--- config.mk ---
export PLATFORM = sky130hd
export DESIGN_NAME = pli_ctrl
export DESIGN_NICKNAME = d
export VERILOG_FILES = /design/src/hdl/pli_pkg.sv /design/src/hdl/pli_ctrl.sv
export SDC_FILE = /design/constraint.sdc
export NUM_CORES = 1
export LEC_CHECK = 0
export BUFFER_PORTS_ARGS = -buffer_cell sky130_fd_sc_hd__buf_2
export CORE_ASPECT_RATIO = 1.5
export CORE_MARGIN = 4
export CORE_UTILIZATION = 48
export DETAILED_ROUTE_END_ITERATION = 10
export HOLD_SLACK_MARGIN = 0.08
export PLACE_DENSITY = 0.76
export SLEW_MARGIN = 20
export SYNTH_ARGS = -nofsm -noshare
export SYNTH_HDL_FRONTEND = slang
export SYNTH_SLANG_ARGS = --single-unit
--- constraint.sdc ---
create_clock -name clock -period 2.9 [get_ports clock]
set_input_delay 0.29 -clock clock [delete_from_list [all_inputs] [get_ports clock]]
set_output_delay 0.29 -clock clock [all_outputs]
set_load 0.005 [all_outputs]
--- src/hdl/pli_pkg.sv ---
// ----------------------------------------------------------------------------
// pli_pkg
// Shared constants, state and select codes, and the command and status
// bundles between the interpolator's controller and datapath.
// ----------------------------------------------------------------------------
package pli_pkg;

   localparam int unsigned TABLE_DEPTH = 1024;
   localparam int unsigned ADDR_W      = $clog2(TABLE_DEPTH);
   localparam int unsigned LEN_W       = $clog2(TABLE_DEPTH + 1);
   localparam int unsigned DATA_W      = 32;
   localparam int unsigned INDEX_W     = 10;
   localparam int unsigned CFG_W       = 11;
   localparam int unsigned CNT_W       = $clog2(DATA_W);

   localparam logic FUNC_WRITE = 1'b0;
   localparam logic FUNC_QUERY = 1'b1;

   typedef enum logic [11:0] {
      ST_IDLE      = 12'b0000_0000_0001,
      ST_CHK_FIRST = 12'b0000_0000_0010,
      ST_CHK_LAST  = 12'b0000_0000_0100,
      ST_CACHE_LO  = 12'b0000_0000_1000,
      ST_CACHE_HI  = 12'b0000_0001_0000,
      ST_FWD       = 12'b0000_0010_0000,
      ST_BWD       = 12'b0000_0100_0000,
      ST_DIFF      = 12'b0000_1000_0000,
      ST_MUL       = 12'b0001_0000_0000,
      ST_DIV       = 12'b0010_0000_0000,
      ST_FIN       = 12'b0100_0000_0000,
      ST_OUT       = 12'b1000_0000_0000
   } state_type;

   typedef enum logic [3:0] {
      ADDR_ZERO,
      ADDR_ONE,
      ADDR_LAST,
      ADDR_CACHE,
      ADDR_CACHE_P1,
      ADDR_CACHE_P2,
      ADDR_CACHE_M1,
      ADDR_PTR_P1,
      ADDR_PTR_M1
   } addr_sel_type;

   typedef enum logic [1:0] {
      RES_CLAMP,
      RES_FAULT,
      RES_INTERP
   } res_sel_type;

   typedef struct packed {
      logic         wr_en;
      logic         x_load;
      logic         rd_en;
      addr_sel_type addr_sel;
      logic         ptr_load;
      logic         lo_load;
      logic         hi_load;
      logic         hi_from_lo;
      logic         res_load;
      res_sel_type  res_sel;
      logic         cache_commit;
      logic         cache_drop;
      logic         diff_load;
      logic         mul_load;
      logic         div_step;
      logic         out_load;
   } cmd_type;

   typedef struct packed {
      logic n_zero;
      logic x_le_rd;
      logic x_ge_rd;
      logic lo_le_x;
      logic x_le_hi;
      logic cache_ok;
      logic cache_p2_ok;
      logic cache_nonzero;
      logic ptr_next_ok;
      logic ptr_nonzero;
      logic div_done;
   } status_type;

endpackage

--- src/hdl/pli_ctrl.sv ---
// ----------------------------------------------------------------------------
// pli_ctrl
// Sequencer for the interpolator: end checks, cached interval check,
// forward and backward interval walk, multiply and serial divide, result
// hand-off.
// ----------------------------------------------------------------------------
module pli_ctrl (
   input  logic                clock,
   input  logic                reset,
   input  logic                req_valid,
   input  logic                req_func,
   output logic                req_ready,
   output logic                rsp_valid,
   input  logic                rsp_ready,
   input  pli_pkg::status_type status,
   output pli_pkg::cmd_type    cmd
);

   pli_pkg::state_type state_ff, state_in;
   logic               rsp_valid_ff, rsp_valid_in;
   logic               out_free;

   assign out_free = !rsp_valid_ff || rsp_ready;

   always_comb begin
      state_in  = state_ff;
      cmd       = '0;
      cmd.addr_sel = pli_pkg::ADDR_ZERO;
      cmd.res_sel  = pli_pkg::RES_FAULT;
      req_ready = 1'b0;

      unique case (state_ff)
         pli_pkg::ST_IDLE: begin
            req_ready    = 1'b1;
            cmd.rd_en    = 1'b1;
            cmd.addr_sel = pli_pkg::ADDR_ZERO;
            if (req_valid) begin
               if (req_func == pli_pkg::FUNC_WRITE) begin
                  cmd.wr_en      = 1'b1;
                  cmd.cache_drop = 1'b1;
               end else begin
                  cmd.x_load = 1'b1;
                  if (status.n_zero) begin
                     cmd.res_load = 1'b1;
                     cmd.res_sel  = pli_pkg::RES_FAULT;
                     state_in     = pli_pkg::ST_OUT;
                  end else begin
                     state_in = pli_pkg::ST_CHK_FIRST;
                  end
               end
            end
         end
         pli_pkg::ST_CHK_FIRST: begin
            if (status.x_le_rd) begin
               cmd.res_load = 1'b1;
               cmd.res_sel  = pli_pkg::RES_CLAMP;
               state_in     = pli_pkg::ST_OUT;
            end else begin
               cmd.lo_load  = 1'b1;
               cmd.rd_en    = 1'b1;
               cmd.addr_sel = pli_pkg::ADDR_LAST;
               state_in     = pli_pkg::ST_CHK_LAST;
            end
         end
         pli_pkg::ST_CHK_LAST: begin
            if (status.x_ge_rd) begin
               cmd.res_load = 1'b1;
               cmd.res_sel  = pli_pkg::RES_CLAMP;
               state_in     = pli_pkg::ST_OUT;
            end else if (status.cache_ok) begin
               cmd.rd_en    = 1'b1;
               cmd.addr_sel = pli_pkg::ADDR_CACHE;
               state_in     = pli_pkg::ST_CACHE_LO;
            end else begin
               cmd.rd_en    = 1'b1;
               cmd.addr_sel = pli_pkg::ADDR_ONE;
               cmd.ptr_load = 1'b1;
               state_in     = pli_pkg::ST_FWD;
            end
         end
         pli_pkg::ST_CACHE_LO: begin
            cmd.lo_load  = 1'b1;
            cmd.rd_en    = 1'b1;
            cmd.addr_sel = pli_pkg::ADDR_CACHE_P1;
            state_in     = pli_pkg::ST_CACHE_HI;
         end
         pli_pkg::ST_CACHE_HI: begin
            if (status.lo_le_x && !status.x_ge_rd) begin
               cmd.hi_load = 1'b1;
               state_in    = pli_pkg::ST_DIFF;
            end else if (status.x_ge_rd) begin
               if (status.cache_p2_ok) begin
                  cmd.lo_load  = 1'b1;
                  cmd.rd_en    = 1'b1;
                  cmd.addr_sel = pli_pkg::ADDR_CACHE_P2;
                  cmd.ptr_load = 1'b1;
                  state_in     = pli_pkg::ST_FWD;
               end else begin
                  cmd.res_load   = 1'b1;
                  cmd.res_sel    = pli_pkg::RES_FAULT;
                  cmd.cache_drop = 1'b1;
                  state_in       = pli_pkg::ST_OUT;
               end
            end else if (status.cache_nonzero) begin
               cmd.hi_from_lo = 1'b1;
               cmd.rd_en      = 1'b1;
               cmd.addr_sel   = pli_pkg::ADDR_CACHE_M1;
               cmd.ptr_load   = 1'b1;
               state_in       = pli_pkg::ST_BWD;
            end else begin
               cmd.res_load   = 1'b1;
               cmd.res_sel    = pli_pkg::RES_FAULT;
               cmd.cache_drop = 1'b1;
               state_in       = pli_pkg::ST_OUT;
            end
         end
         pli_pkg::ST_FWD: begin
            if (status.lo_le_x && status.x_le_rd) begin
               cmd.hi_load = 1'b1;
               state_in    = pli_pkg::ST_DIFF;
            end else if (status.ptr_next_ok) begin
               cmd.lo_load  = 1'b1;
               cmd.rd_en    = 1'b1;
               cmd.addr_sel = pli_pkg::ADDR_PTR_P1;
               cmd.ptr_load = 1'b1;
            end else begin
               cmd.res_load   = 1'b1;
               cmd.res_sel    = pli_pkg::RES_FAULT;
               cmd.cache_drop = 1'b1;
               state_in       = pli_pkg::ST_OUT;
            end
         end
         pli_pkg::ST_BWD: begin
            if (status.x_ge_rd && status.x_le_hi) begin
               cmd.lo_load = 1'b1;
               state_in    = pli_pkg::ST_DIFF;
            end else if (status.ptr_nonzero) begin
               cmd.hi_load  = 1'b1;
               cmd.rd_en    = 1'b1;
               cmd.addr_sel = pli_pkg::ADDR_PTR_M1;
               cmd.ptr_load = 1'b1;
            end else begin
               cmd.res_load   = 1'b1;
               cmd.res_sel    = pli_pkg::RES_FAULT;
               cmd.cache_drop = 1'b1;
               state_in       = pli_pkg::ST_OUT;
            end
         end
         pli_pkg::ST_DIFF: begin
            cmd.diff_load    = 1'b1;
            cmd.cache_commit = 1'b1;
            state_in         = pli_pkg::ST_MUL;
         end
         pli_pkg::ST_MUL: begin
            cmd.mul_load = 1'b1;
            state_in     = pli_pkg::ST_DIV;
         end
         pli_pkg::ST_DIV: begin
            cmd.div_step = 1'b1;
            if (status.div_done) begin
               state_in = pli_pkg::ST_FIN;
            end
         end
         pli_pkg::ST_FIN: begin
            cmd.res_load = 1'b1;
            cmd.res_sel  = pli_pkg::RES_INTERP;
            state_in     = pli_pkg::ST_OUT;
         end
         pli_pkg::ST_OUT: begin
            if (out_free) begin
               cmd.out_load = 1'b1;
               state_in     = pli_pkg::ST_IDLE;
            end
         end
         default: begin
            state_in = pli_pkg::ST_IDLE;
         end
      endcase
   end

   always_comb begin
      rsp_valid_in = rsp_valid_ff;
      if (cmd.out_load) begin
         rsp_valid_in = 1'b1;
      end else if (rsp_ready) begin
         rsp_valid_in = 1'b0;
      end
   end

   always_ff @(posedge clock) begin
      if (reset) begin
         state_ff     <= pli_pkg::ST_IDLE;
         rsp_valid_ff <= 1'b0;
      end else begin
         state_ff     <= state_in;
         rsp_valid_ff <= rsp_valid_in;
      end
   end

   assign rsp_valid = rsp_valid_ff;

endmodule

==> results.cfg, run 1 <==
[drt]
drt_iter0_drc = 33
ant_nets = 0
dr.pass1.iters = 4
wl_per_cell_um = 15.8
viasPerCell = 6.16
drc_errors = 0
num_vias = 1196
drt_wl_total_um = 3060

[worst_setup_path]
slowest_stage = or4_4
cp_max_fo = 9
crit_top_cell = or4_4
cp_num_buf_inv = 1
arrival_ns = 2.43
critPathRequiredTime_ns = 2.61
worst_path_dominant_cell_family = simple AND/OR/NAND/NOR gates
crit_path_end_kind = output pin
cp-start-kind = flip-flop
crit_type = flip-flop to output pin
cpPeakStageDelay_ns = 0.56
crit_chain = or4_4, or3_4, or4_4, o21ai_0, buf_2

[yosys]
synth_cell_type_count = 44
synthCells = 139
async_flop_share_pct = 0
synth_common_cells = nand2_1 (15), dfxtp_1 (13), nor2_1 (9)
synth_edf_count = 0
synth.most_common_cell = nand2_1
seq_area_frac_synth_pct = 25.1
synth_top_cell_area_share_pct = 25.1
syn_avg_cell_area_um2 = 7.46
syn_area_um2 = 1040
synth_fp_nets = 155
synthTopCellsByArea = dfxtp_1 (25%), nand2_1 (5.4%), a21oi_1 (3.9%), o21ai_0 (3.9%), nand2b_1 (3.6%)
ys.flop_type = dfxtp_1
ys_seq_elements = 13
yosys.area.top_type = dfxtp_1
ys_warn_count = 0

[run]
max-cap-violations = 0

[placement]
dpl.hpwl_um = 2410
gp_congestion = 0.863
numPortBuffers = 37

[clock_network]
post_cts_buffers = 0
clkLatencyLatePin_ns = 0.29
htreeDepth = 1
clkTransAtPathRegs_ns = 0.09
cts_num_sinks = 13
cts_buffer_depth = 2
cts_root_buf = clkbuf_4
post_cts_resized = 0
cts_hold_buf = 0
numCtsBuffers = 3
cts_tree = built

[global_routing]
grt_pass1_wl_um = 4790
first_global_vias = 1102
grt_max_degree = 13
gr-usage-all-layers_pct = 21.7
grt.overflow.total = 0
antenna_found_initial = 0

[timing]
finalHoldViolCount = 0
fin_setup_tns_ns = 0
finalCritPeriodShare_pct = 93.9
post-route-min-period_ns = 2.72
fmax_mhz = 367
slew_violations = 0
finClkSkew_ns = 0.00751
setup_violations = 0
tightestPinTransition_ns = 0.627
rsz0062_at_grt = false
max-slew-margin-rel_pct = 57.6

[layout]
num_antenna_cells = 0
area_growth_pct = 18.9
fin_nets = 189
final_util_pct = 60.1
final_layout_size_suffix_gt1_share_pct = 30.8

[power]
p_per_area_nw_per_um2 = 352
p_leak_nw = 0.568
peakVddDrop_mv = 0.212

[worst_hold_path]
hold_class = input pin to flip-flop

[die]
die_h_um = 64.9
die-area_um2 = 2980
rows = 20
coreArea_um2 = 2050
ios = 38
start_util_pct = 50.5
die_w_um = 46.0

[status]
outcome = complete, no violations
==> where the power goes <==
group | total (W) | internal, W | switching (W)
Combinational | 0.000123 | 0.0000523 | 0.0000711
Clock | 0.000118 | 0.0000535 | 0.0000646
Sequential | 0.000193 | 0.000183 | 0.00000985
==> final cells by class <==
| cell class | instances | area [µm²] |
|---|---|---|
| clock buffer | 4 | 26.3 |
| fill | 208 | 818 |
| inverter | 5 | 18.8 |
| multi-input combinational | 112 | 708 |
| sequential | 13 | 260 |
| tap | 22 | 27.5 |
| timing repair buffer | 38 | 193 |
==> per-stage QoR <==
step | power, W | setup WS [ns] | area, µm² | hold WS (ns) | cells
after floorplan | 0.000273 | 0.619 | 1040 | 0.359 | 139
after global placement | 0.000317 | 0.539 | 1210 | 0.472 | 190
after detailed placement | 0.000319 | 0.509 | 1210 | 0.475 | 190
after CTS | 0.000436 | 0.186 | 1230 | 0.169 | 194
after global routing | 0.000455 | 0.0651 | 1230 | 0.173 | 194
final | 0.000434 | 0.178 | 1230 | 0.171 | 194
==> final timing paths <==
kind | startpoint | endpoint | slack, ns | depth (start not counted)
setup / recovery | state_ff[5] | cmd[12] | 0.18 | 5
hold / removal | status[10] | state_ff[1] | 0.17 | 2
hold reg to reg | rsp_valid | rsp_valid | 0.54 | 2
setup reg to reg | state_ff[5] | state_ff[5] | 0.53 | 7
==> worst register-to-register path, stage by stage (launching register included) <==
cell      delay, ns
dfxtp_1        0.40
or4_4          0.56
nor3_1         0.42
nand2b_1       0.19
inv_1          0.12
nand2_1        0.06
a21oi_1        0.34
a22o_1         0.21
==> cell families (layout without fill, tap and decap cells) <==
group | after synthesis | in the layout | synth area share (%)
xor+xnor | 2 | 2 | 1.69
simple gates | 73 | 73 | 42.1
flops | 13 | 13 | 25.1
buf+inv | 14 | 47 | 6.63
compound gates | 37 | 37 | 24.5
==> sequential cells by signal, summed over array words and instances, names as in the netlist <==
name and count:
state_ff 12, rsp_valid 1
==> metal layers <==
layer	track usage, %	vias to the layer above	routed length [µm]
li1	-	591	-
met1	23.9	536	1240
met2	37.1	60	1500
met3	2.50	9	215
met4	13.5	0	103
met5	0	-	0
==> cells in the final DEF, fill, tap and decap left out, drive strengths merged, types with 5 or more instances in the layout <==
cell and instances:
dfxtp 13, nor2 9, nor4 5, nor3 5, nand2 15, a21oi 8, buf 38, inv 5
o21ai 8, nand2b 6, or4 5
(Power assumes the default switching activity.)
==> run 2: changes to the inputs <==
--- a/config.mk
+++ b/config.mk
@@ -5,7 +5,7 @@
 export SDC_FILE = /design/constraint.sdc
 export NUM_CORES = 1
 export LEC_CHECK = 0
-export BUFFER_PORTS_ARGS = -buffer_cell sky130_fd_sc_hd__buf_2
+export BUFFER_PORTS_ARGS = -buffer_cell sky130_fd_sc_hd__clkbuf_2
 export CORE_ASPECT_RATIO = 1.5
 export CORE_MARGIN = 4
 export CORE_UTILIZATION = 48
==> run 2 against run 1 <==
- sequential power about the same
- critical path type unchanged
- maximum frequency is 0.28% higher
- critical path depth unchanged
- hold slack improved by 0.013 ns
- largest cell class unchanged
- register-to-register slack better by 0.04 ns
==> results.cfg, run 2 (synthesis results as in run 1) <==
[power]
power_w = 0.000431
p_sw_share_pct = 33.1
p_per_area_nw_per_um2 = 350
peakVddDrop_mv = 0.216
pwr-share-clk_pct = 26.3
power_frac_comb_pct = 28.9
p_sw_w = 0.000143
intPower_w = 0.000289
p_leak_nw = 0.558
seqPwrFrac_pct = 44.8

[clock_network]
clkLatencyLatePin_ns = 0.28
numCtsBuffers = 3
cts_tree = built
cts_root_buf = clkbuf_4
cts_buffer_depth = 2
htreeDepth = 1
post_cts_buffers = 0
cts_num_sinks = 13
clkTransAtPathRegs_ns = 0.08
post_cts_resized = 0
cts_hold_buf = 0

[drt]
viasPerCell = 6.26
dr.pass1.iters = 4
drt_iter0_drc = 32
drt_wl_total_um = 2980
ant_nets = 0
drc_errors = 0
num_vias = 1215
wl_per_cell_um = 15.4

[worst_setup_path]
regToRegSetupSlack_ns = 0.57
crit_type = flip-flop to output pin
crit_path_end_kind = output pin
arrival_ns = 2.42
critPathRequiredTime_ns = 2.61
cp-start-kind = flip-flop
r2r_end = state_ff[5]
reg2reg_depth = 7
cp_max_fo = 8
r2r-start = state_ff[4]

[timing]
fin_setup_tns_ns = 0
setup_violations = 0
rsz0062_at_grt = false
fmax_mhz = 368
finalCritPeriodShare_pct = 93.6
max-slew-margin-rel_pct = 57.4
post-route-min-period_ns = 2.71
finClkSkew_ns = 0.00374
finalHoldViolCount = 0
tightestPinTransition_ns = 0.633
slew_violations = 0

[layout]
largest-register = state_ff
area_growth_pct = 18.9
final_common_cell = clkbuf_2
final_util_pct = 60.1
fin_nets = 189
largest_reg_flops = 12
fillers = 191
mostFrequentLayoutCells = clkbuf_2 (37), nand2_1 (15), dfxtp_1 (13)
final_layout_size_suffix_gt1_share_pct = 30.8
fin_cells = 194
num_antenna_cells = 0

[die]
die-area_um2 = 2980
die_h_um = 64.9
die_w_um = 46.0
rows = 20
ios = 38
start_util_pct = 50.5
coreArea_um2 = 2050

[run]
max-cap-violations = 0

[status]
outcome = complete, no violations

[worst_hold_path]
hold_class = input pin to flip-flop
min_path_cells = 2
min-delay-start = status[10]
min_to = state_ff[1]

[global_routing]
grt_pass1_wl_um = 5000
grt.overflow.total = 0
gr-usage-all-layers_pct = 22.2
first_global_vias = 1204
grt_max_degree = 13
antenna_found_initial = 0

[placement]
dpl.hpwl_um = 2400
numPortBuffers = 37
gp_congestion = 0.886
place_inst = 190
[run 2: final cells by class]
cell class | instances | area, µm² | area share, %
sequential | 13 | 260 | 21.1
inverter | 5 | 18.8 | 1.52
multi-input combinational | 112 | 708 | 57.4
clock buffer | 4 | 26.3 | 2.13
timing repair buffer | 38 | 193 | 15.6
tap | 22 | 27.5 | 2.23
[run 2: power groups by stage]
stage	Sequential (W)	Clock [W]	Combinational, W
after floorplan	0.000189	0	0.0000838
after global placement	0.000196	0	0.000121
after detailed placement	0.000197	0	0.000123
after CTS	0.000193	0.000114	0.000124
after global routing	0.000195	0.000124	0.000139
final	0.000193	0.000114	0.000125
[run 2: metal layers]
metal,up-vias,global-route usage (%),wire length (µm)
met1,555,24.3,1190
met3,11,3.33,187
met5,-,0,0
li1,592,-,-
met4,0,13.5,107
met2,57,37.8,1500
[run 2: critical path, cell delays in order, from the launching register on]
cell and delay (ns):
dfxtp_1 0.37, or4_4 0.57, or3_4 0.39, or4_4 0.51, o21ai_0 0.17, clkbuf_2 0.14
[run 2: worst max path at each step]
stage	from	to	slack [ns]
final	state_ff[4]	cmd[12]	0.19
after global routing	state_ff[4]	cmd[12]	0.09
after CTS	state_ff[4]	cmd[12]	0.20
after detailed placement	state_ff[5]	cmd[12]	0.52
after global placement	state_ff[5]	cmd[12]	0.53
after floorplan	state_ff[5]	cmd[12]	0.62
[run 2: metrics by stage]
| stage | setup WS (ns) | instance area [µm²] | hold WS, ns |
|---|---|---|---|
| 2_1_floorplan | 0.619 | 1040 | 0.359 |
| 3_3_place_gp | 0.526 | 1210 | 0.474 |
| 3_5_place_dp | 0.519 | 1210 | 0.481 |
| 4_1_cts | 0.205 | 1230 | 0.191 |
| 5_1_grt | 0.0878 | 1230 | 0.203 |
| 6_report | 0.185 | 1230 | 0.184 |
